[src/design/cfp_pkg.sv]
// ----------------------------------------------------------------------------
// cfp_pkg
// Shared types and constants of the checksum frame parser.
// ----------------------------------------------------------------------------
package cfp_pkg;

    localparam logic [7:0] START_BYTE      = 8'h68;
    localparam logic [7:0] END_BYTE        = 8'h16;
    localparam logic [7:0] PAYLOAD_BIAS    = 8'h33;
    localparam logic [7:0] MAX_PAYLOAD_RST = 8'hFF;
    localparam logic [8:0] HEADER_LEN      = 9'd5;

    localparam logic [8:0] POS_ADDRESS   = 9'd1;
    localparam logic [8:0] POS_INV_ADDR  = 9'd2;
    localparam logic [8:0] POS_START2    = 9'd3;
    localparam logic [8:0] POS_OPERATION = 9'd4;

    typedef enum logic [2:0] {
        PH_HUNT     = 3'd0,
        PH_HEADER   = 3'd1,
        PH_PAYLOAD  = 3'd2,
        PH_CHECKSUM = 3'd3,
        PH_END      = 3'd4,
        PH_SKIP     = 3'd5
    } t_phase;

    typedef enum logic [2:0] {
        ST_OK       = 3'd0,
        ST_TRUNC    = 3'd1,
        ST_BAD_SUM  = 3'd2,
        ST_BAD_END  = 3'd3,
        ST_BAD_HDR  = 3'd4,
        ST_TOO_LONG = 3'd5
    } t_status;

    localparam logic KIND_PAYLOAD = 1'b0;
    localparam logic KIND_STATUS  = 1'b1;

    typedef struct packed {
        logic       kind;
        logic [7:0] payload_byte;
        logic [7:0] payload_index;
        logic [7:0] frame_address;
        logic [7:0] frame_operation;
        logic [7:0] frame_payload_length;
        logic [2:0] status;
    } t_result;

endpackage

[src/design/cfp_in_if.sv]
// ----------------------------------------------------------------------------
// cfp_in_if
// Received byte channel: valid/ready handshake with byte and buffer-end flag.
// ----------------------------------------------------------------------------
interface cfp_in_if;
    logic       valid;
    logic       ready;
    logic [7:0] rx_byte;
    logic       buffer_end;

    modport source (output valid, output rx_byte, output buffer_end, input ready);
    modport sink   (input valid, input rx_byte, input buffer_end, output ready);
endinterface

[src/design/cfp_out_if.sv]
// ----------------------------------------------------------------------------
// cfp_out_if
// Result channel: decoded payload bytes and frame status reports.
// ----------------------------------------------------------------------------
interface cfp_out_if;
    logic       valid;
    logic       ready;
    logic       kind;
    logic [7:0] payload_byte;
    logic [7:0] payload_index;
    logic [7:0] frame_address;
    logic [7:0] frame_operation;
    logic [7:0] frame_payload_length;
    logic [2:0] status;

    modport source (output valid, output kind, output payload_byte, output payload_index,
                    output frame_address, output frame_operation,
                    output frame_payload_length, output status, input ready);
    modport sink   (input valid, input kind, input payload_byte, input payload_index,
                    input frame_address, input frame_operation,
                    input frame_payload_length, input status, output ready);
endinterface

[src/design/cfp_parser.sv]
// ----------------------------------------------------------------------------
// cfp_parser
// Frame state machine: tracks phase, header fields and running checksum,
// and forms at most one result per accepted byte.
// ----------------------------------------------------------------------------
module cfp_parser (
    input  logic             i_clk,
    input  logic             i_rst_n,
    input  logic             i_cfg_we,
    input  logic [7:0]       i_cfg_data,
    input  logic             i_accept,
    input  logic [7:0]       i_rx_byte,
    input  logic             i_buffer_end,
    output logic             o_res_valid,
    output cfp_pkg::t_result o_res
);
    import cfp_pkg::*;

    t_phase     r_phase,     n_phase;
    logic [8:0] r_pos,       n_pos;
    logic [7:0] r_address,   n_address;
    logic       r_hdr_ok,    n_hdr_ok;
    logic [7:0] r_operation, n_operation;
    logic [7:0] r_length,    n_length;
    logic [7:0] r_sum,       n_sum;
    logic       r_sum_ok,    n_sum_ok;
    logic [7:0] r_max_payload;

    logic [7:0] pay_idx;
    t_status    status;
    logic       emit;
    logic       emit_kind;

    always_ff @(posedge i_clk) begin
        if (!i_rst_n) begin
            r_max_payload <= MAX_PAYLOAD_RST;
        end else if (i_cfg_we) begin
            r_max_payload <= i_cfg_data;
        end
    end

    always_ff @(posedge i_clk) begin
        if (!i_rst_n) begin
            r_phase     <= PH_HUNT;
            r_pos       <= '0;
            r_address   <= '0;
            r_hdr_ok    <= 1'b1;
            r_operation <= '0;
            r_length    <= '0;
            r_sum       <= '0;
            r_sum_ok    <= 1'b0;
        end else if (i_accept) begin
            r_phase     <= n_phase;
            r_pos       <= n_pos;
            r_address   <= n_address;
            r_hdr_ok    <= n_hdr_ok;
            r_operation <= n_operation;
            r_length    <= n_length;
            r_sum       <= n_sum;
            r_sum_ok    <= n_sum_ok;
        end
    end

    assign pay_idx = r_pos[7:0] - 8'(HEADER_LEN + 9'd1);

    always_comb begin
        n_phase     = r_phase;
        n_pos       = r_pos;
        n_address   = r_address;
        n_hdr_ok    = r_hdr_ok;
        n_operation = r_operation;
        n_length    = r_length;
        n_sum       = r_sum;
        n_sum_ok    = r_sum_ok;
        emit        = 1'b0;
        emit_kind   = KIND_STATUS;
        status      = ST_OK;

        case (r_phase)
            PH_HUNT, PH_SKIP: begin
                if (r_phase == PH_HUNT && i_rx_byte == START_BYTE) begin
                    n_address   = '0;
                    n_operation = '0;
                    n_length    = '0;
                    n_hdr_ok    = 1'b1;
                    n_sum_ok    = 1'b0;
                    n_sum       = START_BYTE;
                    n_pos       = 9'd1;
                    n_phase     = PH_HEADER;
                    if (i_buffer_end) begin
                        n_phase = PH_HUNT;
                        emit    = 1'b1;
                        status  = ST_TRUNC;
                    end
                end else if (i_buffer_end) begin
                    n_phase = PH_HUNT;
                end
            end
            PH_END: begin
                // first failing check wins
                if (!r_sum_ok) begin
                    status = ST_BAD_SUM;
                end else if (i_rx_byte != END_BYTE) begin
                    status = ST_BAD_END;
                end else if (!r_hdr_ok) begin
                    status = ST_BAD_HDR;
                end else if (r_length > r_max_payload) begin
                    status = ST_TOO_LONG;
                end
                emit    = 1'b1;
                n_phase = i_buffer_end ? PH_HUNT : PH_SKIP;
            end
            default: begin
                if (i_buffer_end) begin
                    // buffer ended inside the frame
                    n_phase = PH_HUNT;
                    emit    = 1'b1;
                    status  = ST_TRUNC;
                end else begin
                    case (r_phase)
                        PH_HEADER: begin
                            n_sum = r_sum + i_rx_byte;
                            case (r_pos)
                                POS_ADDRESS:   n_address = i_rx_byte;
                                POS_INV_ADDR:  if (i_rx_byte != ~r_address) n_hdr_ok = 1'b0;
                                POS_START2:    if (i_rx_byte != START_BYTE) n_hdr_ok = 1'b0;
                                POS_OPERATION: n_operation = i_rx_byte;
                                default:       n_length = i_rx_byte;
                            endcase
                            if (r_pos >= HEADER_LEN) begin
                                n_phase = (n_length == '0) ? PH_CHECKSUM : PH_PAYLOAD;
                            end
                            n_pos = r_pos + 9'd1;
                        end
                        PH_PAYLOAD: begin
                            n_sum     = r_sum + i_rx_byte;
                            emit      = 1'b1;
                            emit_kind = KIND_PAYLOAD;
                            if ({1'b0, pay_idx} + 9'd1 >= {1'b0, r_length}) begin
                                n_phase = PH_CHECKSUM;
                            end
                            n_pos = r_pos + 9'd1;
                        end
                        default: begin
                            // checksum byte
                            n_sum_ok = (i_rx_byte == r_sum);
                            n_pos    = r_pos + 9'd1;
                            n_phase  = PH_END;
                        end
                    endcase
                end
            end
        endcase
    end

    always_comb begin
        o_res_valid                = emit;
        o_res.kind                 = emit_kind;
        o_res.payload_byte         = (emit_kind == KIND_PAYLOAD) ? i_rx_byte - PAYLOAD_BIAS : '0;
        o_res.payload_index        = (emit_kind == KIND_PAYLOAD) ? pay_idx : '0;
        o_res.frame_address        = n_address;
        o_res.frame_operation      = n_operation;
        o_res.frame_payload_length = n_length;
        o_res.status               = status;
    end

endmodule

[src/design/cfp_out_stage.sv]
// ----------------------------------------------------------------------------
// cfp_out_stage
// Result register: holds one result until the receiver takes it.
// ----------------------------------------------------------------------------
module cfp_out_stage (
    input  logic             i_clk,
    input  logic             i_rst_n,
    input  logic             i_load_req,
    input  logic             i_res_valid,
    input  cfp_pkg::t_result i_res,
    output logic             o_can_load,
    cfp_out_if.source        o_out
);
    import cfp_pkg::*;

    logic    r_valid;
    t_result r_res;

    // free when empty or when the held result leaves this cycle
    assign o_can_load = !r_valid || o_out.ready;

    always_ff @(posedge i_clk) begin
        if (!i_rst_n) begin
            r_valid <= 1'b0;
        end else if (o_can_load) begin
            r_valid <= i_load_req && i_res_valid;
        end
    end

    always_ff @(posedge i_clk) begin
        if (o_can_load && i_load_req && i_res_valid) begin
            r_res <= i_res;
        end
    end

    assign o_out.valid                = r_valid;
    assign o_out.kind                 = r_res.kind;
    assign o_out.payload_byte         = r_res.payload_byte;
    assign o_out.payload_index        = r_res.payload_index;
    assign o_out.frame_address        = r_res.frame_address;
    assign o_out.frame_operation      = r_res.frame_operation;
    assign o_out.frame_payload_length = r_res.frame_payload_length;
    assign o_out.status               = r_res.status;

endmodule

[src/design/checksum_frame_parser_core.sv]
// ----------------------------------------------------------------------------
// checksum_frame_parser_core
// Byte-serial parser for 0x68-framed, checksummed meter link frames.
// ----------------------------------------------------------------------------
// Usage:
//   i_in carries one received byte per transaction plus a buffer-end flag.
//   o_out carries results: a payload byte with 0x33 removed and its index,
//   or a frame status report (ok, truncated, bad checksum, bad end byte,
//   bad header, payload too long) with the address, operation and length.
//   A byte causes at most one result transaction.
//   Throughput: one byte per cycle while the output register can load. The
//   frame state machine updates in the accepting cycle; its result is loaded
//   into the output register at the end of that cycle.
//   i_in.ready is high while the output register is empty or is being
//   drained; a stalled receiver holds the result and stalls the input only
//   once that register is full.
//   i_cfg_we / i_cfg_data write the payload length limit (reset 255).
//   Reset (synchronous, active low) returns to hunting for a start byte and
//   empties the output register.
// ----------------------------------------------------------------------------
module checksum_frame_parser_core (
    input  logic       i_clk,
    input  logic       i_rst_n,
    input  logic       i_cfg_we,
    input  logic [7:0] i_cfg_data,
    cfp_in_if.sink     i_in,
    cfp_out_if.source  o_out
);
    import cfp_pkg::*;

    logic    can_load;
    logic    accept;
    logic    res_valid;
    t_result res;

    assign i_in.ready = can_load;
    assign accept     = i_in.valid && can_load;

    cfp_parser u_parser (
        .i_clk        (i_clk),
        .i_rst_n      (i_rst_n),
        .i_cfg_we     (i_cfg_we),
        .i_cfg_data   (i_cfg_data),
        .i_accept     (accept),
        .i_rx_byte    (i_in.rx_byte),
        .i_buffer_end (i_in.buffer_end),
        .o_res_valid  (res_valid),
        .o_res        (res)
    );

    cfp_out_stage u_out_stage (
        .i_clk       (i_clk),
        .i_rst_n     (i_rst_n),
        .i_load_req  (accept),
        .i_res_valid (res_valid),
        .i_res       (res),
        .o_can_load  (can_load),
        .o_out       (o_out)
    );

endmodule

[src/flat_wrapper.sv]
// flat-port wrapper written by rule: the top's interface ports become plain ports
module checksum_frame_parser_core_flat import cfp_pkg::*;
  (i_clk, i_rst_n, i_cfg_we, i_cfg_data, i_in_valid, i_in_rx_byte, i_in_buffer_end, i_in_ready, o_out_valid, o_out_kind, o_out_payload_byte, o_out_payload_index, o_out_frame_address, o_out_frame_operation, o_out_frame_payload_length, o_out_status, o_out_ready);
  cfp_in_if i_in_i ();
  cfp_out_if o_out_i ();
  input  logic i_clk;
  input  logic i_rst_n;
  input  logic i_cfg_we;
  input  logic [7:0] i_cfg_data;
  input wire logic [$bits(i_in_i.valid)-1:0] i_in_valid;
  input wire logic [$bits(i_in_i.rx_byte)-1:0] i_in_rx_byte;
  input wire logic [$bits(i_in_i.buffer_end)-1:0] i_in_buffer_end;
  output wire logic [$bits(i_in_i.ready)-1:0] i_in_ready;
  output wire logic [$bits(o_out_i.valid)-1:0] o_out_valid;
  output wire logic [$bits(o_out_i.kind)-1:0] o_out_kind;
  output wire logic [$bits(o_out_i.payload_byte)-1:0] o_out_payload_byte;
  output wire logic [$bits(o_out_i.payload_index)-1:0] o_out_payload_index;
  output wire logic [$bits(o_out_i.frame_address)-1:0] o_out_frame_address;
  output wire logic [$bits(o_out_i.frame_operation)-1:0] o_out_frame_operation;
  output wire logic [$bits(o_out_i.frame_payload_length)-1:0] o_out_frame_payload_length;
  output wire logic [$bits(o_out_i.status)-1:0] o_out_status;
  input wire logic [$bits(o_out_i.ready)-1:0] o_out_ready;
  assign i_in_i.valid = i_in_valid;
  assign i_in_i.rx_byte = i_in_rx_byte;
  assign i_in_i.buffer_end = i_in_buffer_end;
  assign i_in_ready = i_in_i.ready;
  assign o_out_valid = o_out_i.valid;
  assign o_out_kind = o_out_i.kind;
  assign o_out_payload_byte = o_out_i.payload_byte;
  assign o_out_payload_index = o_out_i.payload_index;
  assign o_out_frame_address = o_out_i.frame_address;
  assign o_out_frame_operation = o_out_i.frame_operation;
  assign o_out_frame_payload_length = o_out_i.frame_payload_length;
  assign o_out_status = o_out_i.status;
  assign o_out_i.ready = o_out_ready;
  checksum_frame_parser_core u_core (.i_clk(i_clk), .i_rst_n(i_rst_n), .i_cfg_we(i_cfg_we), .i_cfg_data(i_cfg_data), .i_in(i_in_i), .o_out(o_out_i));
endmodule
[config.mk]
export PLATFORM = sky130hd
export DESIGN_NAME = checksum_frame_parser_core_flat
export DESIGN_NICKNAME = d
export VERILOG_FILES = /design/src/design/cfp_pkg.sv /design/src/design/cfp_in_if.sv /design/src/design/cfp_out_if.sv /design/src/design/cfp_parser.sv /design/src/design/cfp_out_stage.sv /design/src/design/checksum_frame_parser_core.sv /design/src/flat_wrapper.sv
export SDC_FILE = /design/constraint.sdc
export NUM_CORES = 1
export LEC_CHECK = 0
export BUFFER_PORTS_ARGS = -buffer_cell sky130_fd_sc_hd__clkbuf_2
export CORE_AREA = 2 2 115 117
export CTS_BUF_LIST = sky130_fd_sc_hd__clkbuf_2 sky130_fd_sc_hd__clkbuf_4 sky130_fd_sc_hd__clkbuf_8
export CTS_CLUSTER_SIZE = 24
export DETAILED_ROUTE_END_ITERATION = 7
export DIE_AREA = 0 0 117 119
export GPL_TIMING_DRIVEN = 0
export REMOVE_ABC_BUFFERS = 1
export SLEW_MARGIN = 20
export SYNTH_ARGS = -nofsm -noshare
export SYNTH_HDL_FRONTEND = slang
export SYNTH_SLANG_ARGS = --single-unit
export TNS_END_PERCENT = 1
[constraint.sdc]
create_clock -name i_clk -period 5.4 [get_ports i_clk]
set_clock_uncertainty 0.1 [all_clocks]
set_input_delay 1.08 -clock i_clk [delete_from_list [all_inputs] [get_ports i_clk]]
set_output_delay 1.08 -clock i_clk [all_outputs]
set_load 0.01 [all_outputs]
# Word level (Yosys, flattened, before mapping)
# Cells that the tools add are included.
[classes]
addsub = 5
n_lt_le_gt_ge = 3
n_eq_ne = 21
mux = 61
n_bitwise = 2
n_reduce_logical = 21
[ops]
columns = ["cell", "count"]
rows = [
  ["$mux 8", 18],
  ["$pmux 8 s2", 4],
  ["$mux 3", 10],
  ["$mux 1", 19],
  ["$eq 9x2->1 const B", 2],
  ["$mux 9", 2],
  ["$pmux 3 s2", 3],
  ["$pmux 9 s2", 1],
  ["$reduce_and 5->1", 2],
  ["$add 8x1->9 const B", 1],
  ["$add 9x1->9 const B", 1],
  ["$eq 9x1->1 const B", 1],
  ["$eq 9x3->1 const B", 1],
  ["$ge 9x3->1 const B", 1],
  ["$ge 9x8->1", 1],
  ["$ne 3x3->1 const B", 3],
  ["$add 8x8->8", 1],
  ["$eq 8x7->1 const B", 1],
  ["$eq 8x8->1", 1],
  ["$gt 8x8->1", 1],
  ["$logic_not 8->1", 1],
  ["$ne 8x5->1 const B", 1],
  ["$ne 8x7->1 const B", 1],
  ["$ne 8x8->1", 1],
  ["other kinds (23)", 35],
]
[word_totals]
reg_bits = 99
output_inout_bits = 46
word_cells = 130

# Longest topological paths before layout
# Gate-level depths: netlist of run 1.
[logic_depth]
word_depth = 12
mapped_depth = 14
mapped_depth_nobuf = 14

# Modules after synthesis
# Synthesis of run 1 repeated with hierarchy kept, for this count alone.
[hier_totals]
cells_unflattened = 566
area_unflattened_um2 = 5517.8
[modules_own_cells]
columns = ["mod", "instances", "cells_per_inst", "area_each_um2", "seq_area_each_um2"]
rows = [
  ["cfp_parser", 1, 516, 4125.2, 1081.0],
  ["cfp_out_stage", 1, 49, 1386.3, 1341.3],
  ["checksum_frame_parser_core", 1, 1, 6.3, 0.0],
]

# Least setup slack after synthesis of run 1
# Ideal clock, no wire load.
[synth_timing]
path_kind = "input to register"
start = "in i_in_rx_byte[1]"
end = "reg u_core.u_out_stage.r_res (netlist bit u_core.u_out_stage.o_out.frame_address[0]), enable pin"
setup_time_ps = 445
arrival_ps = 3928
required_ps = 4855
path_slack_ps = 926
stages = 8
path_cell_list = "clkbuf_1 inv_1 ha_1 and4bb_1 a21oi_1 o21ai_1 a21oi_1 nor2_1"
[synth_between]
elab_chain_cells = 5
[synth_rtl]
columns = ["element", "line", "rtl"]
rows = [
  ["start: declaration", "flat_wrapper.sv:11", "input wire logic [$bits(i_in_i.rx_byte)-1:0] i_in_rx_byte;"],
  ["$eq 8x7->1", "cfp_parser.sv:81", "if (r_phase == PH_HUNT && i_rx_byte == START_BYTE) begin"],
  ["$logic_and 1x1->1", "cfp_parser.sv:81", ""],
  ["$mux 1", "cfp_parser.sv:81", ""],
  ["$pmux 1 s2", "cfp_parser.sv:79", "case (r_phase)"],
  ["$logic_and 1x1->1", "cfp_out_stage.sv:31", "if (o_can_load && i_load_req && i_res_valid) begin"],
  ["end signal: assignment", "cfp_out_stage.sv:32", "r_res <= i_res;"],
  ["end: declaration", "cfp_out_stage.sv:17", "t_result r_res;"],
]
# Every way passes these cells.
# A chain may end at the register's enable or synchronous reset.

# Worst setup path after layout of run 1
[layout_timing]
start = "reg u_core.u_parser.r_pos[2]"
end = "reg u_core.u_parser.r_phase[1]"
[layout_between]
elab_chain_cells = 5
[layout_rtl]
columns = ["element", "line", "rtl"]
rows = [
  ["start: declaration", "cfp_parser.sv:20", "logic [8:0] r_pos, n_pos;"],
  ["start signal: assignment", "cfp_parser.sv:54", "r_pos <= n_pos;"],
  ["$sub 8x3->8", "cfp_parser.sv:64", "assign pay_idx = r_pos[7:0] - 8'(HEADER_LEN + 9'd1);"],
  ["$add 8x1->9", "cfp_parser.sv:139", "if ({1'b0, pay_idx} + 9'd1 >= {1'b0, r_length}) begin"],
  ["$ge 9x8->1", "cfp_parser.sv:139", ""],
  ["$ne 5x3->1 (no source line)", "n/a", ""],
  ["$reduce_and 4->1 (no source line) (*)", "n/a", ""],
  ["end signal: assignment", "cfp_parser.sv:53", "r_phase <= n_phase;"],
  ["end: declaration", "cfp_parser.sv:19", "t_phase r_phase, n_phase;"],
]
# Mark *: on every way between the ends. The rest lies on a longest branch, timed or not.

==> qor.yml, run 1 <==
ios: 68
combPwrFrac_pct: 9.0
grt_pass1_wl_um: 21470
place_congestion: 0.8384
yosysTopAreaCell: "edfxtp_1"
power_frac_seq_pct: 57.4
p_leak_nw: 2.412
layout_min_cycle_time_ns: 3.337
hold_viol_final: 0
die_h_um: 119
start_util_pct: 43.22
grt_max_degree: 35
synth-edff-count: 44
switching_power_uw: 368.6
status: "completed"
root_buffer: "clkbuf_8"
hold_class: "reg2reg"
cts_sinks: 99
drt_iter0_markers: 302
vias: 4377
p_int_mw: 1.023
startpoint_type: "flop"
core_area_sq_um: 12870
ys_ff_latch: 99
synth_common_cells: "nor2_1 (71), dfxtp_1 (55), edfxtp_1 (44)"
syn_area_sq_um: 5564
max_freq_mhz: 299.6
critical_path_arrival_ns: 3.49
cts_buffers: 9
ys_types: 73
ir_drop_mv: 0.08772
avgSynthCellArea_sq_um: 9.848
synthTopCellsByArea: "edfxtp_1 (24%), dfxtp_1 (20%), ha_1 (7.2%)"
floorplan.die_area_sq_um: 13920
synth_ff_type: "dfxtp_1"
synthArstFlopShare_pct: 0
sw_frac_of_total_pct: 26.49
post_cts_buffers: 0
clkTransAtPathRegs_ns: 0.11
area_growth_syn_to_layout_pct: 10.66
slew_viol_final: 0
critPathMaxStageDelay_ns: 0.66
slew_headroom_pct: 31.65
startpoint: "u_core.u_parser.r_pos[2]$_SDFFE_PN0P_"
min_from: "u_core.u_parser.r_sum[4]$_SDFFE_PN0P_"
seq_area_frac_synth_pct: 43.53
antenna_found_initial: 0
portBuffers: 67
drt_wl_total_um: 13070
grt_overflow: 0
path_max_fanout: 13
synth.most_common_cell: "nor2_1"
design_area_sq_um: 6157
endpoint_kind: "flop"
clockBufferDepth: 2
stdcell_count: 789
grt_util_all_layers_pct: 19.78
slowest_stage: "dfxtp_1"
path_cells: "ha_1 > nand2b_1 > nor2_1 > xnor2_1 > o22ai_1 > xor2_1 > ha_1 > and3_1 > a21oi_1 > a21oi_1 > a211oi_4 > a211o_1 > a21oi_2"
syn_inst: 565
cts_tree: "built"
path_class: "reg2reg"
synth_warnings: 0
tightest_slew_ns: 1.019
antenna_left: 0
grt_pass1_vias: 4291
drive_above_1_share_pct: 17.94
whs_ns: 0.3863
post-route-drc-count: 0
dp_hpwl_um: 9028
vias_per_cell: 5.548
dr.pass1.iters: 4
die_w_um: 117
cts_max_level: 3
nNetsFinal: 663
worstReg2RegStart: "u_core.u_parser.r_pos[2]$_SDFFE_PN0P_"
netlist.area_leader.share_pct: 23.75
diodes: 0
rsz0062_at_grt: "false"
max-cap-violations: 0
placed_area_sq_um: 5956
dpl.cell_count: 773
fin_crit_sh_pct: 61.80
insertion_delay_ns: 0.39
powerDensity_nw_per_um2: 226.0
hold_buffers: 0
ctsResizeCount: 0
cp_data_required_time_ns: 5.55
setup_viol: 0
wl_per_cell_um: 16.57
rows: 42
p_clk_share_pct: 33.5
## power by group through the flow
stage                     clock, mW  combinational, mW  sequential (mW)
after floorplan                   0             0.0685            0.819
after CTS                     0.484              0.126            0.800
final                         0.467              0.126            0.799
after global placement            0              0.122            0.817
after detailed placement          0              0.126            0.817
after global routing          0.512              0.140            0.801
## metrics by stage
| stage | setup WS, ns | util, % | power, mW | setup TNS (ns) |
|---|---|---|---|---|
| after floorplan | 1.111 | - | 0.8870 | 0 |
| after global placement | -0.2900 | 46.04 | 0.9390 | -12.53 |
| after detailed placement | 1.759 | 46.26 | 0.9423 | 0 |
| after CTS | 2.059 | 47.76 | 1.410 | 0 |
| after global routing | 1.773 | 47.82 | 1.453 | 0 |
| final | 2.063 | 47.82 | 1.392 | 0 |
## logic make-up (layout without fill, tap and decap cells)
kind of cell    Yosys count  count (layout)  synth area share, %
simple gates            183             183                17.32
compound gates          143             143                19.34
flops                    99              99                43.54
buf+inv                  63             111                5.262
xor+xnor                 42              42                6.611
fa+ha+maj                33              33                7.556
mux                       2               2               0.3823
## cell usage in the layout (no fill, tap or decap), types with 10 or more instances in the layout
master and count:
xor2_1 21, nand2_1 27, nand4_1 15, nor2_1 70, a22oi_1 24, clkbuf_2 67
inv_1 26, ha_1 32, edfxtp_1 44, xnor2_1 21, a21oi_1 27, nand3_1 10
a22o_1 24, dfxtp_1 55, clkbuf_8 10, nor3_1 11
## flip-flops by register name (all words and copies together) (netlist names)
register	cells
u_core.u_out_stage.o_out.kind	1
u_core.u_parser.r_length	8
u_core.u_out_stage.o_out.frame_payload_length	8
u_core.u_out_stage.o_out.frame_operation	8
u_core.u_out_stage.o_out.payload_byte	8
u_core.u_out_stage.o_out.status	3
u_core.u_parser.r_hdr_ok	1
u_core.u_parser.r_operation	8
u_core.u_parser.r_sum_ok	1
u_core.u_out_stage.o_out.payload_index	8
u_core.u_out_stage.o_out.frame_address	8
u_core.u_out_stage.o_out.valid	1
u_core.u_parser.r_address	8
u_core.u_parser.r_phase	3
u_core.u_parser.r_sum	8
u_core.u_parser.r_max_payload	8
u_core.u_parser.r_pos	9
## cell type report
class                      instances  area, sq um
tap                              176        220.2
sequential                        99         2422
fill                            1237         6718
inverter                          27        101.3
clock inverter                     6        55.05
timing repair buffer              68        355.3
multi-input combinational        403         2865
clock buffer                      10        137.6
## per-layer routing
| metal | GRT usage (%) | part of all wire [%] | vias up |
|---|---|---|---|
| met4 | 7.941 | 2.1 | 0 |
| met5 | 0 | 0 | - |
| met1 | 25.45 | 43 | 2081 |
| li1 | - | - | 2148 |
| met2 | 32.80 | 50 | 125 |
| met3 | 3.308 | 4.9 | 23 |
## worst paths after layout
kind	end	slack, ns	cells past startpoint
worst min-delay path	u_core.u_parser.r_sum[4]$_SDFFE_PN0P_	0.39	2
worst min register to register	u_core.u_parser.r_sum[4]$_SDFFE_PN0P_	0.39	2
worst max-delay path	u_core.u_parser.r_phase[1]$_SDFFE_PN0P_	2.06	13
worst max register to register	u_core.u_parser.r_phase[1]$_SDFFE_PN0P_	2.06	13
## critical path: cells and delay by family (launching register included)
| family | cells | cell delay [ns] |
|---|---|---|
| AO/OA/AOI/OAI | 6 | 0.93 |
| flip-flops | 1 | 0.66 |
| adder cells (fa/ha/maj) | 2 | 0.66 |
| AND/OR/NAND/NOR | 3 | 0.51 |
| XOR/XNOR | 2 | 0.34 |
Note: power is estimated with default switching activity, not from simulation.
==> run 2, diff against run 1 <==
clock period = 3.5 ns   (was 5.4 ns; I/O delays follow)
==> run 2 against run 1 <==
  * Count of clock-buffer cells in the layout is the same
  * Global-route usage is the same
  * Highest routed layer unchanged
  * Total power rose by 54%
==> qor.yml, run 2 (synthesized netlist as in run 1, its figures left out) <==
powerDensity_nw_per_um2: 348.6
max_freq_mhz: 313.1
slew_headroom_pct: 31.65
cp_data_required_time_ns: 3.65
final_common_cell: "nor2_1"
largest-register: "u_core.u_parser.r_pos"
root_buffer: "clkbuf_8"
cts_max_level: 3
tightest_slew_ns: 1.019
floorplan.die_area_sq_um: 13920
dpl.cell_count: 773
drive_above_1_share_pct: 18.27
p_leak_nw: 2.413
vias_per_cell: 5.548
rsz0062_at_grt: "false"
cts_buffers: 9
dp_hpwl_um: 9028
clkTransAtPathRegs_ns: 0.10
grt_pass1_wl_um: 21470
antenna_left: 0
diodes: 0
wl_per_cell_um: 16.57
fin_crit_sh_pct: 91.26
path_cells: "inv_1 > ha_1 > nand2b_1 > nor2_1 > xnor2_1 > o22ai_1 > xor2_1 > ha_1 > and3_1 > a21oi_1 > a21oi_1 > a211oi_4 > a211o_1 > a21oi_2"
hold_class: "reg2reg"
place_congestion: 0.8384
drt_iter0_markers: 302
post_cts_buffers: 0
slew_viol_final: 0
grt_overflow: 0
status: "completed"
slowest_stage: "dfxtp_2"
setup_viol: 0
hold_buffers: 0
dr.pass1.iters: 4
die_w_um: 117
path_class: "reg2reg"
die_h_um: 119
area_growth_syn_to_layout_pct: 10.70
grt_pass1_vias: 4291
antenna_found_initial: 0
startpoint_type: "flop"
core_area_sq_um: 12870
insertion_delay_ns: 0.39
endpoint_kind: "flop"
grt_util_all_layers_pct: 19.78
layout_common_cells: "nor2_1 (70), clkbuf_2 (67), dfxtp_1 (53)"
clockBufferDepth: 2
stdcell_count: 789
portBuffers: 67
ios: 68
max-cap-violations: 0
rows: 42
post-route-drc-count: 0
critical_path_arrival_ns: 3.35
grt_max_degree: 35
cts_sinks: 99
hold_viol_final: 0
placed_area_sq_um: 5956
nNetsFinal: 663
critPathMaxStageDelay_ns: 0.43
design_area_sq_um: 6160
drt_wl_total_um: 13070
ir_drop_mv: 0.1353
largest_reg_flops: 9
layout_min_cycle_time_ns: 3.194
cts_tree: "built"
start_util_pct: 43.22
vias: 4377
path_max_fanout: 8
## run 2: final timing paths
check	start	to	slack, ns	cells past startpoint
setup / recovery	u_core.u_parser.r_pos[1]$_SDFFE_PN0P_	u_core.u_parser.r_phase[1]$_SDFFE_PN0P_	0.31	14
setup reg to reg	u_core.u_parser.r_pos[1]$_SDFFE_PN0P_	u_core.u_parser.r_phase[1]$_SDFFE_PN0P_	0.31	14
hold / removal	u_core.u_parser.r_sum[4]$_SDFFE_PN0P_	u_core.u_parser.r_sum[4]$_SDFFE_PN0P_	0.39	2
hold reg to reg	u_core.u_parser.r_sum[4]$_SDFFE_PN0P_	u_core.u_parser.r_sum[4]$_SDFFE_PN0P_	0.39	2
## run 2: critical path, delay by kind of cell (launching register included)
family	cells	cell delay, ns
compound gates	6	0.93
fa+ha+maj	2	0.64
simple gates	3	0.51
flops	1	0.43
xor+xnor	2	0.34
buf+inv	1	0.12
## run 2: metrics by stage
stage          setup slack [ns]  power, mW  hold slack [ns]  setup TNS [ns]  utilization, %
6_report                 0.3060      2.147           0.3863               0           47.84
5_1_grt                 0.04615      2.242           0.4213               0           47.84
4_1_cts                  0.1592      2.176           0.3919               0           47.76
3_5_place_dp             0.1852      1.454           0.3735               0           46.26
3_3_place_gp             -1.810      1.449           0.3572          -79.41           46.04
2_1_floorplan           -0.4094      1.368           0.3444          -18.01               -
## run 2: where the power goes
| group | total [mW] | internal (mW) | switching (mW) |
|---|---|---|---|
| combinational | 0.194 | 0.0663 | 0.127 |
| sequential | 1.23 | 1.22 | 0.0130 |
| clock | 0.720 | 0.292 | 0.428 |
| total | 2.15 | 1.58 | 0.569 |
## run 2: what timing repair did
action                                  in CTS  in global routing
hold endpoints to repair                     0                  0
resized for setup                            0                  2
endpoints found under the setup margin       0                  2
## run 2: per-layer routing
layer	vias to the layer above	part of all wire, %	track usage (%)
li1	2148	-	-
met1	2081	43	25.45
met2	125	50	32.80
met3	23	4.9	3.308
met4	0	2.1	7.941
met5	-	0	0
## run 2: cell type report
type	instances	area, sq um
tap	176	220.2
inverter	27	101.3
clock buffer	10	137.6
timing repair buffer	68	355.3
sequential	99	2425
multi-input combinational	403	2865
clock inverter	6	55.05
fill	1238	6715
==> run 3, diff against run 2 <==
CTS_BUF_LIST = unset   (was sky130_fd_sc_hd__clkbuf_2 sky130_fd_sc_hd__clkbuf_4 sky130_fd_sc_hd__clkbuf_8)
==> run 3 against run 2 <==
  * Global-route usage barely moved
  * Sequential cell count did not move
  * Register-to-register slack got worse by 0.02 ns
  * Combinational power barely moved
  * Largest power group unchanged
  * Final cell count did not move
  * Sequential share of layout area fell by 0.64 points
  * Critical path depth did not move
  * Utilization rose by 0.79 points
  * Sequential power barely moved
==> qor.yml, run 3 (synthesized netlist as in run 1, its figures left out) <==
status: "completed"
vias: 4371
dp_hpwl_um: 9028
tightest_slew_ns: 1.036
die_w_um: 117
p_int_mw: 1.802
rsz0062_at_grt: "false"
max-cap-violations: 0
power_frac_seq_pct: 51.4
clkTransAtPathRegs_ns: 0.07
hold_buffers: 0
placed_area_sq_um: 5956
drt_iter0_markers: 290
slew_viol_final: 0
ctsResizeCount: 0
path_class: "reg2reg"
ios: 68
post-route-drc-count: 0
switching_power_uw: 596.5
dr.pass1.iters: 5
grt_max_degree: 35
design_area_sq_um: 6261
core_area_sq_um: 12870
drt_wl_total_um: 13060
cts_buffers: 9
p_leak_nw: 2.459
nNetsFinal: 663
layout_min_cycle_time_ns: 3.210
diodes: 0
combPwrFrac_pct: 8.1
layout_setup_ws_ns: 0.2899
sw_frac_of_total_pct: 24.86
drive_above_1_share_pct: 18.27
area_growth_syn_to_layout_pct: 12.53
insertion_delay_ns: 0.35
rows: 42
p_clk_share_pct: 40.5
cts_tree: "built"
whs_ns: 0.3819
start_util_pct: 43.22
floorplan.die_area_sq_um: 13920
final.setup.tns_ns: 0
largest_reg_flops: 9
largest-register: "u_core.u_parser.r_pos"
startpoint_type: "flop"
slew_headroom_pct: 30.52
path_max_fanout: 8
powerDensity_nw_per_um2: 383.1
hold_viol_final: 0
clockBufferDepth: 2
max_freq_mhz: 311.5
critical_path_arrival_ns: 3.32
cts_max_level: 3
power_mw: 2.399
grt_overflow: 0
vias_per_cell: 5.540
antenna_found_initial: 0
die_h_um: 119
grt_pass1_vias: 4281
hold_class: "reg2reg"
root_buffer: "clkbuf_16"
grt_pass1_wl_um: 21490
antenna_left: 0
final_common_cell: "nor2_1"
post_cts_buffers: 0
fin_crit_sh_pct: 91.72
endpoint_kind: "flop"
setup_viol: 0
pre_cts_slack_ns: 0.1852
ir_drop_mv: 0.1813
cp_data_required_time_ns: 3.61
layout_common_cells: "nor2_1 (70), clkbuf_2 (67), dfxtp_1 (53)"
wl_per_cell_um: 16.55
place_congestion: 0.8384
grt_util_all_layers_pct: 19.81
cts_sinks: 99
portBuffers: 67
[run 3: changes by cell type in the layout (fill, tap and decap cells not counted)]
cell / delta
clkbuf_16: +9
clkbuf_8: -9
[run 3: layout make-up]
class / count / area (sq um)
Clock buffer: 10 / 239.0
Clock inverter: 6 / 55.05
Fill cell: 1226 / 6614
Inverter: 27 / 101.3
Multi-Input combinational cell: 403 / 2865
Sequential cell: 99 / 2425
Tap cell: 176 / 220.2
Timing Repair Buffer: 68 / 355.3
[run 3: metal layers]
| metal | track usage (%) | up-vias | part of all wire (%) |
|---|---|---|---|
| met3 | 3.461 | 21 | 4.6 |
| met5 | 0 | - | 0 |
| met1 | 25.54 | 2103 | 44 |
| met2 | 32.80 | 100 | 49 |
| met4 | 7.721 | 0 | 2.0 |
| li1 | - | 2147 | - |
[run 3: critical path, stage by stage, from the launching register on]
cell and delay, ns:
dfxtp_2 0.42, inv_1 0.12, ha_1 0.35, nand2b_1 0.20
nor2_1 0.13, xnor2_1 0.08, o22ai_1 0.17, xor2_1 0.27
ha_1 0.30, and3_1 0.18, a21oi_1 0.12, a21oi_1 0.11
a211oi_4 0.31, a211o_1 0.16, a21oi_2 0.05
[run 3: final timing paths]
kind | start | to | slack [ns] | depth (start not counted)
min | u_core.u_parser.r_sum[4]$_SDFFE_PN0P_ | u_core.u_parser.r_sum[4]$_SDFFE_PN0P_ | 0.38 | 2
max | u_core.u_parser.r_pos[1]$_SDFFE_PN0P_ | u_core.u_parser.r_phase[1]$_SDFFE_PN0P_ | 0.29 | 14
max reg2reg | u_core.u_parser.r_pos[1]$_SDFFE_PN0P_ | u_core.u_parser.r_phase[1]$_SDFFE_PN0P_ | 0.29 | 14
min reg2reg | u_core.u_parser.r_sum[4]$_SDFFE_PN0P_ | u_core.u_parser.r_sum[4]$_SDFFE_PN0P_ | 0.38 | 2
[run 3: power by group through the flow]
| stage | logic, mW | clock network, mW | registers (mW) |
|---|---|---|---|
| after global routing | 0.217 | 1.05 | 1.24 |
| after global placement | 0.188 | 0 | 1.26 |
| final | 0.194 | 0.971 | 1.23 |
| after detailed placement | 0.194 | 0 | 1.26 |
| after CTS | 0.195 | 1.00 | 1.23 |
| after floorplan | 0.106 | 0 | 1.26 |
[run 3: stage by stage]
step / utilization [%] / instances
floorplan: - / 529
global placement: 46.04 / 772
detailed placement: 46.26 / 773
CTS: 48.54 / 789
global route: 48.63 / 789
finish: 48.63 / 789
